**config.mk**
```make
export PLATFORM = sky130hd
export DESIGN_NAME = bnps_mul
export DESIGN_NICKNAME = d
export VERILOG_FILES = /design/src/rtl/bnps_pkg.sv /design/src/rtl/bnps_mul.sv
export SDC_FILE = /design/constraint.sdc
export NUM_CORES = 2
export LEC_CHECK = 0
export BUFFER_PORTS_ARGS = -buffer_cell sky130_fd_sc_hd__buf_2
export CORE_MARGIN = 10
export CORE_UTILIZATION = 55
export CTS_CLUSTER_DIAMETER = 80
export CTS_CLUSTER_SIZE = 40
export DETAILED_ROUTE_END_ITERATION = 6
export PLACE_DENSITY_LB_ADDON = 0.3
export SLEW_MARGIN = 20
export SYNTH_ARGS = -nofsm -noshare
export SYNTH_HDL_FRONTEND = slang
export SYNTH_SLANG_ARGS = --single-unit
```
**constraint.sdc**
```tcl
create_clock -name clk -period 10.6 [get_ports clk]
set_clock_uncertainty 0.1 [all_clocks]
set_input_delay 2.12 -clock clk [delete_from_list [all_inputs] [get_ports clk]]
set_output_delay 2.12 -clock clk [all_outputs]
set_load 0.02 [all_outputs]
```
**src/rtl/bnps_pkg.sv**
```systemverilog
`default_nettype none

package bnps_pkg;

    // datapath width for coordinates, curve points and distances
    localparam int CW = 40;
    // multiplier second operand: Q0.16 trig values, gain, parameter t
    localparam int MW = 18;
    // CORDIC angle accumulator, 2^-24 turn units plus headroom
    localparam int ZW = 25;
    localparam int CSTEPS = 16;
    // parameter t width, Q0.16 with room for 1.0
    localparam int TW = 17;

    localparam logic signed [MW-1:0] INV_GAIN = 18'sd39797;
    localparam logic [15:0] GAIN_RESET = 16'd54395;
    localparam logic [TW-1:0] ONE_Q16 = 17'd65536;

    // de Casteljau schedule on a four-entry shift line: a lerp op appends
    // lerp(q0,q1), a plain op only shifts. Bit i set means op i is a lerp.
    localparam int CUB_OPS = 9;
    localparam int OPW = $clog2(CUB_OPS);
    localparam logic [CUB_OPS-1:0] CUB_LERP = 9'b100110111;

    typedef struct packed {
        logic signed [31:0] start_x;
        logic signed [31:0] start_y;
        logic [15:0]        start_heading;
        logic signed [31:0] end_x;
        logic signed [31:0] end_y;
        logic [15:0]        end_heading;
        logic signed [31:0] target_x;
        logic signed [31:0] target_y;
        logic [TW-1:0]      search_low;
        logic [TW-1:0]      search_high;
        logic [3:0]         rounds;
    } query_t;

    typedef struct packed {
        logic [TW-1:0] result_low;
        logic [TW-1:0] result_high;
    } result_t;

    typedef struct packed {
        logic busy;
        logic done;
    } cordic_stat_t;

    function automatic logic signed [ZW-1:0] atan_step(input logic [3:0] i);
        logic signed [ZW-1:0] v;
        case (i)
            4'd0:    v = 25'sd2097152;
            4'd1:    v = 25'sd1238021;
            4'd2:    v = 25'sd654136;
            4'd3:    v = 25'sd332050;
            4'd4:    v = 25'sd166669;
            4'd5:    v = 25'sd83416;
            4'd6:    v = 25'sd41718;
            4'd7:    v = 25'sd20860;
            4'd8:    v = 25'sd10430;
            4'd9:    v = 25'sd5215;
            4'd10:   v = 25'sd2608;
            4'd11:   v = 25'sd1304;
            4'd12:   v = 25'sd652;
            4'd13:   v = 25'sd326;
            4'd14:   v = 25'sd163;
            default: v = 25'sd81;
        endcase
        return v;
    endfunction

endpackage

`default_nettype wire

```
**src/rtl/bnps_mul.sv**
```systemverilog
`default_nettype none

// shared signed multiplier, product registered
module bnps_mul (
    input  wire logic                                          clk,
    input  wire logic signed [bnps_pkg::CW-1:0]                a,
    input  wire logic signed [bnps_pkg::MW-1:0]                b,
    output logic signed [bnps_pkg::CW+bnps_pkg::MW-1:0]        p_reg
);

    always_ff @(posedge clk)
    begin
        p_reg <= a * b;
    end

endmodule

`default_nettype wire

```
==> qor.txt <==
max reg flops = 58
share of cells above drive strength 1 = 5.33%
Cells after Synth = 2917
Syn-to-layout area delta = 4.83%
clock sink total = 58
Clock Path Buffers = 2
Critical Path AT = 9460 ps
Die Y = 236 um
cts repair resizes = 0
Final Core Density = 58.0%
setup TNS = 0 ps
crit-path max cell delay = 700 ps
Worst setup SP type = primary input
# nets final = 3781
DRC = 0
status = complete, no violations
Remaining Overflow, GRT = 0
clock transition at the registers of the reported paths = 60 ps
Filler Cell Count = 4093
Sequential cell area = 1160 um2
Synth Flop Type = dfxtp_1
max-cap violations = 0
CP delay by family, top = adder cells
die width = 236 um
final slew viol count = 0
drt wl/cell = 20.0 um
crit path max-delay cell type = buf_2
Setup Viol. Count Final = 0
post-route ant nets = 0
Yosys top cell by area = fa_1
CTS tree = built
FF+latch count, synth = 58
Post-Syn Nets = 3794
I/O Pins = 117
initial antenna violation count = 5
CP Launch Point = b[3]
CTS buffer count = 9
Initial Utilization = 55.4%
Synth Area per Inst = 8.78 um2
vias per cell = 5.50
via count = 19400
clock root cell = clkbuf_16
largest net degree at the start of global routing = 41
Final period util = 87.3%
first-pass GRT wire length = 116000 um
count of final hold-check violations = 0
drt first pass iters = 6
Final Routed Wirelength = 70500 um
fmax = 108 MHz
top post-synthesis cells by area = fa_1 53%, inv_1 12%, nand2_1 7.7%
Multi-input gate area = 20900 um2
Synth cell types = 50
H-Tree Depth = 3
core area = 46300 um2
I/O Buffers = 116
largest driver fanout on the critical path = 40
Cell Area, Synth = 25600 um2
Hold Path Depth = 2
Hold Path Sink = p_reg[0]
Async S/R FF share, synth = 0%
Rows = 79
Setup Fix Bufs, Post-CTS = 0
detailed router's first-iteration violation count = 1334
Req. time, crit path = 10810 ps
routability-driven placement congestion ratio = 0.931
critical path's most frequent cell = fa_1
Yosys warning count = 0
Total GRT Usage = 26.4%
DP HPWL = 56400 um
Die ar. = 55600 um2
crit-path cells = buf_2, nand2_1, fa_1, fa_1, fa_1, fa_1, inv_1, fa_1, inv_1, fa_1, inv_1, ha_1, a21o_1, a31oi_1, and4b_1, nand3_1, a31oi_1, o21ai_1, a21o_1, a21boi_1, xnor2_1
worst hold-check path type = primary input to register
CP endpoint kind = register
DP Area = 26500 um2
hold buffer count at CTS = 0
Final Cell Area = 26800 um2
Final min period = 9250 ps
vias in the first global route = 21900
register area share after synthesis = 4.53%
CP bufs+invs = 4
top-area cell type share of the netlist area = 53.2%
RSZ-0062 raised after global routing = no
Worst slew margin = 36.3%
EDFF count, synth = 0
hold_sp = a[0]
kind of critical path = primary input to register
measured slew at the worst slew-check pin = 956 ps
-- cells in the final DEF (no fill, tap or decap), drive strengths merged, types with 5 or more instances in the layout --
cell type	count
nand3	23
o21bai	7
nor2	63
buf	131
o21a	8
o21ai	35
a21oi	60
nand2	524
xnor2	39
fa	681
nor3	7
and2	202
a211o	5
and3	8
xor2	20
a211oi	5
ha	137
inv	792
o211ai	5
dfxtp	58
nand2b	13
nand4	7
a21o	27
clkbuf	9
-- area by class of cell --
type	count	area share (%)
Inverter	791	11.1
Sequential cell	58	4.33
Clock inverter	7	0.466
Timing Repair Buffer	131	2.63
Antenna cell	3	0.0280
Clock buffer	9	0.839
Tap cell	607	2.83
Multi-Input combinational cell	1913	77.8
-- worst max-delay path by stage --
| stage | end | slack (ps) | cells after the start |
|---|---|---|---|
| 6_report | p_reg[52] | 1350 | 21 |
| 5_1_grt | p_reg[54] | 1190 | 21 |
| 4_1_cts | p_reg[52] | 1560 | 21 |
| 3_5_place_dp | p_reg[52] | 1160 | 21 |
| 3_3_place_gp | p_reg[52] | 1210 | 21 |
| 2_1_floorplan | p_reg[57] | 2500 | 24 |
-- per-layer routing --
| metal | routed length (um) | GRT usage (%) | up-vias |
|---|---|---|---|
| li1 | - | - | 8251 |
| met1 | 26200 | 31.7 | 10000 |
| met2 | 34400 | 43.9 | 893 |
| met3 | 6300 | 6.26 | 217 |
| met4 | 3570 | 13.3 | 6 |
| met5 | 35 | 0 | - |
-- metrics by stage --
step           std cells  hold WS [ps]  setup slack (ps)
3_5_place_dp        3500          2440              1160
2_1_floorplan       2917          2140              2500
6_report            3519          2150              1350
3_3_place_gp        3500          2440              1210
4_1_cts             3516          2140              1560
5_1_grt             3518          2140              1190
-- kinds of logic after synthesis --
family	after synthesis	share of synthesized area, %
DFF	58	4.53
adders and majority gates	818	59.9
and+or+nand+nor	859	15.1
xor gates and xnor gates	59	2.02
AOI/OAI and AO/OA	177	4.49
buffers and inverters	946	13.9
-- cell usage after synthesis, drive strengths merged (8+ instances only) --
cell type	count
and2	202
clkbuf	148
o21a	8
a21o	27
dfxtp	58
nor2	63
nand2b	13
o21ai	35
nand3	23
xnor2	39
fa	681
ha	137
inv	790
xor2	20
and3	8
a21oi	60
nand2	524
Power is left out: the tool's default activity adds up to more than one toggle a clock period on the data nets, which glitch-free logic cannot reach.
