File: config.mk
export PLATFORM = sky130hd
export DESIGN_NAME = bnps_div
export DESIGN_NICKNAME = d
export VERILOG_FILES = /design/src/rtl/bnps_pkg.sv /design/src/rtl/bnps_div.sv
export SDC_FILE = /design/constraint.sdc
export NUM_CORES = 1
export LEC_CHECK = 0
export BUFFER_PORTS_ARGS = -buffer_cell sky130_fd_sc_hd__buf_2
export CAP_MARGIN = 40
export CORE_MARGIN = 4
export CORE_UTILIZATION = 52
export DETAILED_ROUTE_END_ITERATION = 8
export GPL_ROUTABILITY_DRIVEN = 0
export PLACE_DENSITY = 0.73
export SYNTH_ARGS = -nofsm -noshare
export SYNTH_HDL_FRONTEND = slang
export SYNTH_SLANG_ARGS = --single-unit
File: constraint.sdc
create_clock -name clk -period 4.6 [get_ports clk]
set_clock_uncertainty 0.2 [all_clocks]
set_input_delay 0.46 -clock clk [delete_from_list [all_inputs] [get_ports clk]]
set_output_delay 0.46 -clock clk [all_outputs]
set_load 0.1 [all_outputs]
File: src/rtl/bnps_pkg.sv
`default_nettype none

package bnps_pkg;

    // datapath width for coordinates, curve points and distances
    localparam int CW = 40;
    // multiplier second operand: Q0.16 trig values, gain, parameter t
    localparam int MW = 18;
    // CORDIC angle accumulator, 2^-24 turn units plus headroom
    localparam int ZW = 25;
    localparam int CSTEPS = 16;
    // parameter t width, Q0.16 with room for 1.0
    localparam int TW = 17;

    localparam logic signed [MW-1:0] INV_GAIN = 18'sd39797;
    localparam logic [15:0] GAIN_RESET = 16'd54395;
    localparam logic [TW-1:0] ONE_Q16 = 17'd65536;

    // de Casteljau schedule on a four-entry shift line: a lerp op appends
    // lerp(q0,q1), a plain op only shifts. Bit i set means op i is a lerp.
    localparam int CUB_OPS = 9;
    localparam int OPW = $clog2(CUB_OPS);
    localparam logic [CUB_OPS-1:0] CUB_LERP = 9'b100110111;

    typedef struct packed {
        logic signed [31:0] start_x;
        logic signed [31:0] start_y;
        logic [15:0]        start_heading;
        logic signed [31:0] end_x;
        logic signed [31:0] end_y;
        logic [15:0]        end_heading;
        logic signed [31:0] target_x;
        logic signed [31:0] target_y;
        logic [TW-1:0]      search_low;
        logic [TW-1:0]      search_high;
        logic [3:0]         rounds;
    } query_t;

    typedef struct packed {
        logic [TW-1:0] result_low;
        logic [TW-1:0] result_high;
    } result_t;

    typedef struct packed {
        logic busy;
        logic done;
    } cordic_stat_t;

    function automatic logic signed [ZW-1:0] atan_step(input logic [3:0] i);
        logic signed [ZW-1:0] v;
        case (i)
            4'd0:    v = 25'sd2097152;
            4'd1:    v = 25'sd1238021;
            4'd2:    v = 25'sd654136;
            4'd3:    v = 25'sd332050;
            4'd4:    v = 25'sd166669;
            4'd5:    v = 25'sd83416;
            4'd6:    v = 25'sd41718;
            4'd7:    v = 25'sd20860;
            4'd8:    v = 25'sd10430;
            4'd9:    v = 25'sd5215;
            4'd10:   v = 25'sd2608;
            4'd11:   v = 25'sd1304;
            4'd12:   v = 25'sd652;
            4'd13:   v = 25'sd326;
            4'd14:   v = 25'sd163;
            default: v = 25'sd81;
        endcase
        return v;
    endfunction

endpackage

`default_nettype wire

File: src/rtl/bnps_div.sv
`default_nettype none

// divider by a constant: reciprocal multiply for the quotient, back-multiply
// and subtract for the remainder; start feeds mul_go, quo_go, rem_go, done
module bnps_div #(
    parameter int DIVISOR = 15
) (
    input  wire logic                          clk,
    input  wire logic                          rst_n,
    input  wire logic                          start,
    input  wire logic [bnps_pkg::TW-1:0]       num,
    output logic [bnps_pkg::TW-1:0]            quo,
    output logic [$clog2(DIVISOR)-1:0]         rem,
    output logic                               done
);

    localparam int RW  = $clog2(DIVISOR);
    localparam int SH  = bnps_pkg::TW + RW;
    localparam int MCW = bnps_pkg::TW + 1;
    localparam int PW  = bnps_pkg::TW + MCW;
    // ceil(2^SH / DIVISOR): floor quotient is exact for every TW-bit numerator
    localparam logic [MCW-1:0] RECIP =
        MCW'(((longint'(1) << SH) + longint'(DIVISOR) - longint'(1)) / longint'(DIVISOR));

    logic [bnps_pkg::TW-1:0] n_reg;
    logic [PW-1:0]           p_reg;
    logic [bnps_pkg::TW-1:0] q_reg;
    logic [RW-1:0]           r_reg;
    logic                    mul_go_reg;
    logic                    quo_go_reg;
    logic                    rem_go_reg;
    logic                    done_reg;

    logic [bnps_pkg::TW-1:0] qd;
    logic [bnps_pkg::TW-1:0] r_full;

    always_comb
    begin
        qd     = q_reg * bnps_pkg::TW'(DIVISOR);
        r_full = n_reg - qd;
    end

    always_ff @(posedge clk or negedge rst_n)
    begin
        if (!rst_n)
        begin
            mul_go_reg <= 1'b0;
            quo_go_reg <= 1'b0;
            rem_go_reg <= 1'b0;
            done_reg   <= 1'b0;
        end
        else
        begin
            mul_go_reg <= start;
            quo_go_reg <= mul_go_reg;
            rem_go_reg <= quo_go_reg;
            done_reg   <= rem_go_reg;
        end
    end

    always_ff @(posedge clk)
    begin
        if (start)
            n_reg <= num;
        if (mul_go_reg)
            p_reg <= PW'(n_reg) * PW'(RECIP);
        if (quo_go_reg)
            q_reg <= bnps_pkg::TW'(p_reg >> SH);
        if (rem_go_reg)
            r_reg <= r_full[RW-1:0];
    end

    assign quo  = q_reg;
    assign rem  = r_reg;
    assign done = done_reg;

endmodule

`default_nettype wire

==> impl_metrics.csv <==
group,metric,value,unit
worst_hold_path,worstHoldPathType,"in -> reg",
timing,fmax,0.2045,GHz
routing,routed_wl,11040,um
timing,rsz0062_at_grt,"yes",
final_layout,syn_to_final_growth,20.94,%
routing,drcViolationCount,0,
clocking,cts-root-buf,"clkbuf_8",
flow_run,drv_cap,0,
setup_path,start_kind,"flip-flop",
grt,gr-total-overflow,0,
synth,ys_ff_latch,53,
grt,grt_pass1_wl,18260,um
routing,vias,3748,
synth,yosysSeqAreaShare,0.2929,
timing,drv_slew,0,
setup_path,crit_type,"reg -> reg",
synth,ys.warnings.count,0,
routing,wl_per_cell,15.72,um
timing,final.setup.worst_slack,-0.2895,ns
clocking,numCtsBuffers,5,
synth,ys_types,47,
timing,fin_crit_sh,1.063,
clocking,cts_buffer_depth,2,
floorplan,start_util,0.5414,
synth,postSynthCellCount,489,
clocking,cts_tree,"built",
placed_design,place_area,0.006062,mm^2
final_layout,finalNonFillerCells,702,
timing,hold_viol,0,
routing,routed_via_density,5.339,
final_layout,drive_gt1_frac,0.2724,
status,status,"complete, but fails checks",
power_and_ir_drop,power_density,700.7,mW/mm^2
timing,worst_pin_slew,0.5683,ns
setup_path,cp-startpoint,"n_reg[15]",
setup_path,end_kind,"flip-flop",
floorplan,fp.dieW,109.6,um
timing,setup_violations,14,
timing,period_needed,4.890,ns
grt,grt_pass1_vias,3811,
setup_path,critPathArrivalTime,4.74,ns
floorplan,coreArea,0.009910,mm^2
final_layout,nNetsFinal,749,
status,violations,"negative setup slack",
setup_path,crit_chain,"buf_4 > ha_2 > or2_4 > fa_1 > inv_1 > fa_1 > fa_2 > inv_2 > fa_2 > ha_4 > and4_4 > and3_4 > o311ai_4 > and2_4 > buf_4 > xnor2_1",
final_layout,antennaDiodeCount,0,
synth,synth_edf_count,49,
grt,grt_use_total,0.1958,
grt,grt_antenna_before_repair,0,
synth,synth_top_area_cell,"ha_1",
clocking,clk_latency,0.32,ns
floorplan,die_h,109.6,um
setup_path,crit_required,4.45,ns
floorplan,io_pins,42,
synth,synth-async-reset-ratio,0.07547,
grt,grt_start_max_net_pins,19,
placed_design,dp.cells,687,
timing,whs,0.1044,ns
floorplan,rows,36,
power_and_ir_drop,p_leak,3.178,nW
power_and_ir_drop,ir_worst_vdd,0.0003638,V
clocking,htreeDepth,2,
synth,syn_avg_cell_area,10.97,um^2
synth,synthFlopType,"edfxtp_1",
setup_path,cpMaxStageDelayCell,"fa_2",
clocking,path_clk_slew,0.12,ns
synth,synth.top_cell.area_share,0.2868,
setup_path,r2r-start,"n_reg[15]",
placed_design,port-buffer-count,38,
worst_hold_path,min_from,"num[13]",
final_layout,final_area,0.006489,mm^2
setup_path,crit_path_max_incr_delay,0.56,ns
synth,synthTopCellsByCount,"ha_1 (123), inv_1 (102), edfxtp_1 (49)",
synth,synth_area_leaders,"ha_1 (29%), edfxtp_1 (27%), fa_1 (14%)",
final_layout,nFillCells,743,
synth,netlist_area,0.005365,mm^2
clocking,cts.sinks,53,
timing,slew-limit-headroom,0.6212,
routing,drtIter0Drc,121,
routing,antenna_left,0,
placed_design,hpwl,9005,um
setup_path,critPathMaxFanout,5,
setup_path,cp_num_buf_inv,4,
setup_path,cp_top_family,"adder cells",
synth,yosysMostFrequentCell,"ha_1",
final_layout,largest_reg_flops,17,
routing,first_pass_iters,4,
floorplan,die_area,0.01201,mm^2
[power breakdown]
part / internal [mW] / switching [mW]
Sequential: 0.710 / 0.0508
Combinational: 1.43 / 2.02
Clock: 0.164 / 0.171
[repair_timing]
action,4_1_cts,5_1_grt
hold buffers,1,0
buffers inserted,3,3
gates resized for setup,21,32
cloned,0,0
setup endpoints to repair,14,14
pin swaps,14,29
endpoints found under the hold margin,4,0
[worst reg2reg max path, cell delays in order, from the launching register on]
cell and delay, ns:
edfxtp_1 0.46, buf_4 0.17, ha_2 0.17, or2_4 0.25
fa_1 0.50, inv_1 0.05, fa_1 0.46, fa_2 0.56
inv_2 0.04, fa_2 0.43, ha_4 0.28, and4_4 0.26
and3_4 0.22, o311ai_4 0.12, and2_4 0.21, buf_4 0.13
xnor2_1 0.11
[routing by layer]
metal / GRT usage / share of wire / vias up
li1: - / - / 1845
met1: 0.2665 / 0.45 / 1781
met2: 0.3391 / 0.49 / 105
met3: 0.01996 / 0.038 / 17
met4: 0.04274 / 0.019 / 0
met5: 0 / 0 / -
[worst paths after layout]
| kind | end | slack [ns] | depth (start not counted) |
|---|---|---|---|
| worst max register to register | p_reg[23] | -0.29 | 16 |
| max in group asynchronous | mul_go_reg | 3.81 | 2 |
| worst max-delay path | p_reg[23] | -0.29 | 16 |
| min in group asynchronous | done | 0.27 | 2 |
| worst min-delay path | n_reg[13] | 0.10 | 1 |
| worst min register to register | quo[2] | 0.23 | 0 |
[cell usage in the layout (no fill, tap or decap), types with 3 or more instances in the layout]
master,synthesis,routed
a31oi_1,7,5
nor3_1,6,3
nor2_1,14,14
o21ai_0,9,7
nand4_1,6,6
a21o_1,7,7
buf_4,3,39
inv_2,0,7
clkbuf_8,0,5
nand3_1,13,9
nand3_4,0,3
dfrtp_1,4,4
o31ai_2,1,3
edfxtp_1,49,49
a21oi_2,0,4
ha_1,123,111
fa_1,38,35
buf_2,0,38
xnor2_1,14,14
a21oi_1,22,15
fa_2,0,3
xor2_1,4,4
o21bai_1,4,3
inv_1,102,95
ha_2,0,4
a21oi_4,0,3
ha_4,0,8
nand2_1,14,12
and2_4,0,3
o21ai_1,4,3
conb_1,1,3
[metrics by stage]
| step | utilization | power, mW | setup slack [ns] | TNS [ns] |
|---|---|---|---|---|
| after floorplan | - | 2.953 | -0.04561 | -0.1006 |
| after global placement | 0.6117 | 3.603 | -0.1426 | -1.289 |
| after detailed placement | 0.6117 | 3.681 | -0.2270 | -2.256 |
| after CTS | 0.6390 | 4.323 | -0.2064 | -1.520 |
| after global routing | 0.6548 | 4.933 | -0.4042 | -4.346 |
| final | 0.6548 | 4.547 | -0.2895 | -2.482 |
[logic make-up after synthesis]
group | synth area share
and+or+nand+nor | 0.07020
other | 0.0006990
adders and majority gates | 0.4286
xor gates and xnor gates | 0.02938
buffers and inverters | 0.08046
DFF | 0.2929
AOI/OAI and AO/OA | 0.09771
[final cells by class]
cell class                      count  area, um^2  area share
Tap cell                          133       166.4     0.02565
Timing Repair Buffer               80       515.5     0.07944
Multi-Input combinational cell    326        3740      0.5764
Sequential cell                    53        1572      0.2422
Clock inverter                      3       43.79    0.006749
Clock buffer                        5       68.82     0.01061
Inverter                          102       382.9     0.05901
Note: power is estimated with default switching activity, not from simulation.
