### src/rtl/bnps_pkg.sv
`default_nettype none

package bnps_pkg;

    // datapath width for coordinates, curve points and distances
    localparam int CW = 40;
    // multiplier second operand: Q0.16 trig values, gain, parameter t
    localparam int MW = 18;
    // CORDIC angle accumulator, 2^-24 turn units plus headroom
    localparam int ZW = 25;
    localparam int CSTEPS = 16;
    // parameter t width, Q0.16 with room for 1.0
    localparam int TW = 17;

    localparam logic signed [MW-1:0] INV_GAIN = 18'sd39797;
    localparam logic [15:0] GAIN_RESET = 16'd54395;
    localparam logic [TW-1:0] ONE_Q16 = 17'd65536;

    // de Casteljau schedule on a four-entry shift line: a lerp op appends
    // lerp(q0,q1), a plain op only shifts. Bit i set means op i is a lerp.
    localparam int CUB_OPS = 9;
    localparam int OPW = $clog2(CUB_OPS);
    localparam logic [CUB_OPS-1:0] CUB_LERP = 9'b100110111;

    typedef struct packed {
        logic signed [31:0] start_x;
        logic signed [31:0] start_y;
        logic [15:0]        start_heading;
        logic signed [31:0] end_x;
        logic signed [31:0] end_y;
        logic [15:0]        end_heading;
        logic signed [31:0] target_x;
        logic signed [31:0] target_y;
        logic [TW-1:0]      search_low;
        logic [TW-1:0]      search_high;
        logic [3:0]         rounds;
    } query_t;

    typedef struct packed {
        logic [TW-1:0] result_low;
        logic [TW-1:0] result_high;
    } result_t;

    typedef struct packed {
        logic busy;
        logic done;
    } cordic_stat_t;

    function automatic logic signed [ZW-1:0] atan_step(input logic [3:0] i);
        logic signed [ZW-1:0] v;
        case (i)
            4'd0:    v = 25'sd2097152;
            4'd1:    v = 25'sd1238021;
            4'd2:    v = 25'sd654136;
            4'd3:    v = 25'sd332050;
            4'd4:    v = 25'sd166669;
            4'd5:    v = 25'sd83416;
            4'd6:    v = 25'sd41718;
            4'd7:    v = 25'sd20860;
            4'd8:    v = 25'sd10430;
            4'd9:    v = 25'sd5215;
            4'd10:   v = 25'sd2608;
            4'd11:   v = 25'sd1304;
            4'd12:   v = 25'sd652;
            4'd13:   v = 25'sd326;
            4'd14:   v = 25'sd163;
            default: v = 25'sd81;
        endcase
        return v;
    endfunction

endpackage

`default_nettype wire

### src/rtl/bnps_cordic.sv
`default_nettype none

// shared CORDIC, one micro-rotation per cycle
// rotation: sin/cos of a binary angle (Q0.16), vectoring: raw magnitude of (|a|,|b|)
module bnps_cordic (
    input  wire logic                              clk,
    input  wire logic                              rst_n,
    input  wire logic                              start,
    input  wire logic                              vec,
    input  wire logic [15:0]                       ang,
    input  wire logic signed [bnps_pkg::CW-1:0]    a,
    input  wire logic signed [bnps_pkg::CW-1:0]    b,
    output logic signed [bnps_pkg::CW-1:0]         x_out,
    output logic signed [bnps_pkg::CW-1:0]         y_out,
    output bnps_pkg::cordic_stat_t                 stat
);

    localparam int IW = $clog2(bnps_pkg::CSTEPS);

    logic signed [bnps_pkg::CW-1:0] x_reg;
    logic signed [bnps_pkg::CW-1:0] y_reg;
    logic signed [bnps_pkg::ZW-1:0] z_reg;
    logic                           vec_reg;
    logic                           neg_reg;
    logic [IW-1:0]                  i_reg;
    logic                           run_reg;
    logic                           done_reg;

    logic [23:0]                    z_red;
    logic                           neg_load;
    logic                           sigma;
    logic signed [bnps_pkg::CW-1:0] x_sh;
    logic signed [bnps_pkg::CW-1:0] y_sh;

    // fold quadrants 1 and 2 by a half turn, negate the result later
    always_comb
    begin
        z_red    = {ang, 8'h00};
        neg_load = 1'b0;
        if (ang[15] ^ ang[14])
        begin
            z_red    = z_red - 24'h800000;
            neg_load = 1'b1;
        end
    end

    always_comb
    begin
        sigma = vec_reg ? y_reg[bnps_pkg::CW-1] : !z_reg[bnps_pkg::ZW-1];
        x_sh  = x_reg >>> i_reg;
        y_sh  = y_reg >>> i_reg;
    end

    always_ff @(posedge clk or negedge rst_n)
    begin
        if (!rst_n)
        begin
            run_reg  <= 1'b0;
            done_reg <= 1'b0;
            i_reg    <= '0;
        end
        else
        begin
            done_reg <= 1'b0;
            if (start)
            begin
                run_reg <= 1'b1;
                i_reg   <= '0;
            end
            else if (run_reg)
            begin
                i_reg <= i_reg + 1'b1;
                if (i_reg == IW'(bnps_pkg::CSTEPS - 1))
                begin
                    run_reg  <= 1'b0;
                    done_reg <= 1'b1;
                end
            end
        end
    end

    always_ff @(posedge clk)
    begin
        if (start)
        begin
            vec_reg <= vec;
            if (vec)
            begin
                x_reg   <= a[bnps_pkg::CW-1] ? -a : a;
                y_reg   <= b[bnps_pkg::CW-1] ? -b : b;
                z_reg   <= '0;
                neg_reg <= 1'b0;
            end
            else
            begin
                x_reg   <= bnps_pkg::CW'(bnps_pkg::INV_GAIN);
                y_reg   <= '0;
                z_reg   <= {{(bnps_pkg::ZW-24){z_red[23]}}, z_red};
                neg_reg <= neg_load;
            end
        end
        else if (run_reg)
        begin
            if (sigma)
            begin
                x_reg <= x_reg - y_sh;
                y_reg <= y_reg + x_sh;
                z_reg <= z_reg - bnps_pkg::atan_step(4'(i_reg));
            end
            else
            begin
                x_reg <= x_reg + y_sh;
                y_reg <= y_reg - x_sh;
                z_reg <= z_reg + bnps_pkg::atan_step(4'(i_reg));
            end
        end
    end

    assign x_out     = neg_reg ? -x_reg : x_reg;
    assign y_out     = neg_reg ? -y_reg : y_reg;
    assign stat.busy = run_reg;
    assign stat.done = done_reg;

endmodule

`default_nettype wire

### config.mk
export PLATFORM = sky130hd
export DESIGN_NAME = bnps_cordic
export DESIGN_NICKNAME = d
export VERILOG_FILES = /design/src/rtl/bnps_pkg.sv /design/src/rtl/bnps_cordic.sv
export SDC_FILE = /design/constraint.sdc
export NUM_CORES = 1
export LEC_CHECK = 0
export ABC_CLOCK_PERIOD_IN_PS = 12300
export BUFFER_PORTS_ARGS = -buffer_cell sky130_fd_sc_hd__buf_2
export CAP_MARGIN = 20
export CORE_MARGIN = 2
export CORE_UTILIZATION = 45
export CTS_CLUSTER_SIZE = 12
export DETAILED_ROUTE_END_ITERATION = 10
export PLACE_DENSITY = 0.6
export SYNTH_ARGS = -nofsm -noshare
export SYNTH_HDL_FRONTEND = slang
export SYNTH_SLANG_ARGS = --single-unit
### constraint.sdc
create_clock -name clk -period 12.3 [get_ports clk]
set_input_delay 1.23 -clock clk [delete_from_list [all_inputs] [get_ports clk]]
set_output_delay 1.23 -clock clk [all_outputs]
set_load 0.005 [all_outputs]
==> flow_metrics.env <==
export IMPL_path_class="reg2reg"
export IMPL_status="finished, final reports clean"
export IMPL_worst_slew_pin_slew_ns=1.034
export IMPL_die_y_um=217.5
export IMPL_port_buffers=181
export IMPL_clock_sinks=113
export IMPL_powerDensity_nw_per_um2=352.9
export IMPL_wl_um=73990
export IMPL_clockRootBuffer="clkbuf_16"
export IMPL_rows=78
export IMPL_slew_headroom_pct=30.94
export IMPL_cts_resized_gates=0
export IMPL_synth_flop_cell="edfxtp_1"
export IMPL_yosysTopAreaCellShare_pct=15.67
export IMPL_holdWs_ns=0.5608
export IMPL_maxCapViolations=0
export IMPL_ctsLongestPathBuffers=2
export IMPL_ys_types=96
export IMPL_finalMaxSlewViolations=0
export IMPL_cp_arrival_ns=8.30
export IMPL_htree_levels=4
export IMPL_synth_area_top_cells="edfxtp_1 (16%), mux4_2 (8.9%), xnor2_1 (7.9%), ha_1 (7.4%), xor2_1 (6.4%)"
export IMPL_p_leak_nw=8.667
export IMPL_grt_pass1_vias=19330
export IMPL_yosys_warnings=0
export IMPL_hp_class="in2async"
export IMPL_antenna_found_initial=2
export IMPL_wl_per_cell_um=23.58
export IMPL_ys_ff_latch=113
export IMPL_yosysMostFrequentCell="nand2_1"
export IMPL_crit_required_ns=12.51
export IMPL_num_vias=20300
export IMPL_start_util_pct=45.37
export IMPL_end_kind="flop"
export IMPL_synth_area_leader_cell="edfxtp_1"
export IMPL_viasPerCell=6.470
export IMPL_synth_area_um2=20500
export IMPL_drc_errors=0
export IMPL_critPathMaxFanout=58
export IMPL_fin_skew_ns=0.02375
export IMPL_synth_common_cells="nand2_1 (223), xnor2_1 (184), a21oi_1 (172)"
export IMPL_die_area_um2=47280
export IMPL_cts_hold_buf=0
export IMPL_nets=2750
export IMPL_hold_violations=0
export IMPL_fin_setup_tns_ns=0
export IMPL_cts_setup_buffers=0
export IMPL_synth_cells=2495
export IMPL_dp_hpwl_um=55470
export IMPL_synth_edf_count=107
export IMPL_firstDrtPassIters=6
export IMPL_ir_worst_vdd_v=0.0001434
export IMPL_n_antenna_cell=0
export IMPL_ant_nets=0
export IMPL_drive_gt1_share_pct=15.29
export IMPL_drt_iter0_drc=1647
export IMPL_synth_area_per_cell_um2=8.217
export IMPL_crit_path_top_delay_cell="nor4b_1"
export IMPL_async_flop_share_pct=5.310
export IMPL_critPathLaunchType="flop"
export IMPL_period_share_pct=65.81
export IMPL_min_period_ns=8.094
export IMPL_slowest_delay_ns=0.85
export IMPL_insertion_delay_ns=0.49
export IMPL_r2r_cells=20
export IMPL_synth_nets=2720
export IMPL_grt_pass1_wl_um=113500
export IMPL_core_um2=45190
export IMPL_place_gp_congestion=0.9610
export IMPL_fp_dieW_um=217.5
export IMPL_grt_max_degree=81
export IMPL_rsz0062_at_grt="no"
export IMPL_syn_to_final_growth_pct=7.732
export IMPL_max_freq_mhz=123.5
export IMPL_clk_transition_reported_paths_ns=0.06
export IMPL_worstPathCellList="buf_4 -> buf_4 -> mux2_2 -> mux2_2 -> mux4_2 -> or4b_1 -> nor4b_1 -> a21oi_1 -> xor2_1 -> ha_1 -> and3_1 -> a221oi_1 -> o2111a_1 -> o21ai_0 -> nor2b_1 -> a41oi_1 -> a21oi_1 -> a31oi_1 -> xor2_1 -> o22ai_1"
export IMPL_cts_buffers=17
export IMPL_cts_tree="yes"
export IMPL_setup_viol=0
export IMPL_gr_total_overflow=0
export IMPL_synth_seq_area_share_pct=16.40
export IMPL_grt_util_all_layers_pct=31.12
export IMPL_pin_count=182
-- path summary, 6_finish.rpt --
path | startpoint | end | slack, ns
max | i_reg[3] | y_reg[32] | 4.21
min | rst_n | i_reg[3] | 0.56
max reg2reg | i_reg[3] | y_reg[32] | 4.21
min reg2reg | z_reg[0] | z_reg[0] | 0.74
max in group asynchronous | rst_n | i_reg[2] | 11.55
min in group clk | z_reg[0] | z_reg[0] | 0.74
-- metal layers --
metal | wire, um | up-vias | GRT usage (%)
met1 | 32400 | 9926 | 41.93
met4 | 2409 | 0 | 11.94
li1 | - | 9463 | -
met5 | 0 | - | 0
met3 | 5240 | 142 | 4.909
met2 | 33940 | 772 | 50.01
-- critical path: cells and delay by family (launching register included) --
kind | cells | cell delay [ns]
adders and majority gates | 1 | 0.37
xor gates and xnor gates | 2 | 0.37
AOI/OAI and AO/OA | 8 | 1.90
buffers and inverters | 2 | 1.32
DFF | 1 | 0.77
and+or+nand+nor | 4 | 1.81
muxes | 3 | 1.18
-- layout make-up --
| type | instances | area [um^2] |
|---|---|---|
| fill | 4436 | 23100 |
| multi-input combinational | 2137 | 16100 |
| sequential | 113 | 3378 |
| timing repair buffer | 208 | 1111 |
| tap | 600 | 750.7 |
| clock buffer | 26 | 489.2 |
| inverter | 48 | 180.2 |
| clock inverter | 6 | 80.08 |
-- kinds of logic after synthesis --
logic type	synth area share, %
DFF	16.40
AOI/OAI and AO/OA	23.81
xor gates and xnor gates	14.23
muxes	15.63
buffers and inverters	5.157
and+or+nand+nor	17.03
adders and majority gates	7.738
-- placed cells by master (no fill, tap or decap), types with 11 or more instances in the layout --
cell / Yosys / final
ha_1: 122 / 122
xnor2_1: 184 / 184
mux4_2: 81 / 81
inv_1: 44 / 43
nand4_1: 16 / 16
xor2_1: 149 / 149
nor2b_1: 29 / 29
nand2b_1: 28 / 28
o21ai_1: 17 / 17
o41ai_1: 20 / 20
nor2_1: 166 / 166
and2_1: 16 / 16
o31ai_1: 55 / 55
or2_2: 14 / 13
or3_1: 34 / 34
o22ai_1: 72 / 72
o211ai_1: 11 / 11
nor3_1: 42 / 42
o21a_1: 23 / 23
a21o_1: 69 / 69
mux2_2: 33 / 33
a21oi_1: 172 / 171
and3_1: 15 / 15
mux2_1: 14 / 14
buf_4: 16 / 27
nand3_1: 39 / 39
a211oi_1: 21 / 21
clkbuf_16: 0 / 17
a31oi_1: 32 / 32
buf_2: 17 / 180
edfxtp_1: 107 / 107
nand2_1: 223 / 222
o21ai_0: 153 / 153
or4_1: 34 / 34
mux2i_1: 85 / 85
-- per-stage QoR --
step                      util [%]  total power, mW  cell area, um^2  instances  worst slack (ns)
after floorplan                  -            5.565            20500       2495             5.793
after global placement       47.60            7.106            21510       3105             4.631
after detailed placement     47.60            7.148            21510       3105             4.403
after CTS                    48.86            7.715            22080       3137             4.336
after global routing         48.88            8.421            22090       3138             3.798
final                        48.88            7.795            22090       3138             4.206
-- report_power, final --
part / internal (mW) / switching [mW]
registers: 0.735 / 0.584
clock network: 0.311 / 0.198
logic: 2.65 / 3.32
total: 3.69 / 4.10
Note: power is estimated with default switching activity, not from simulation.
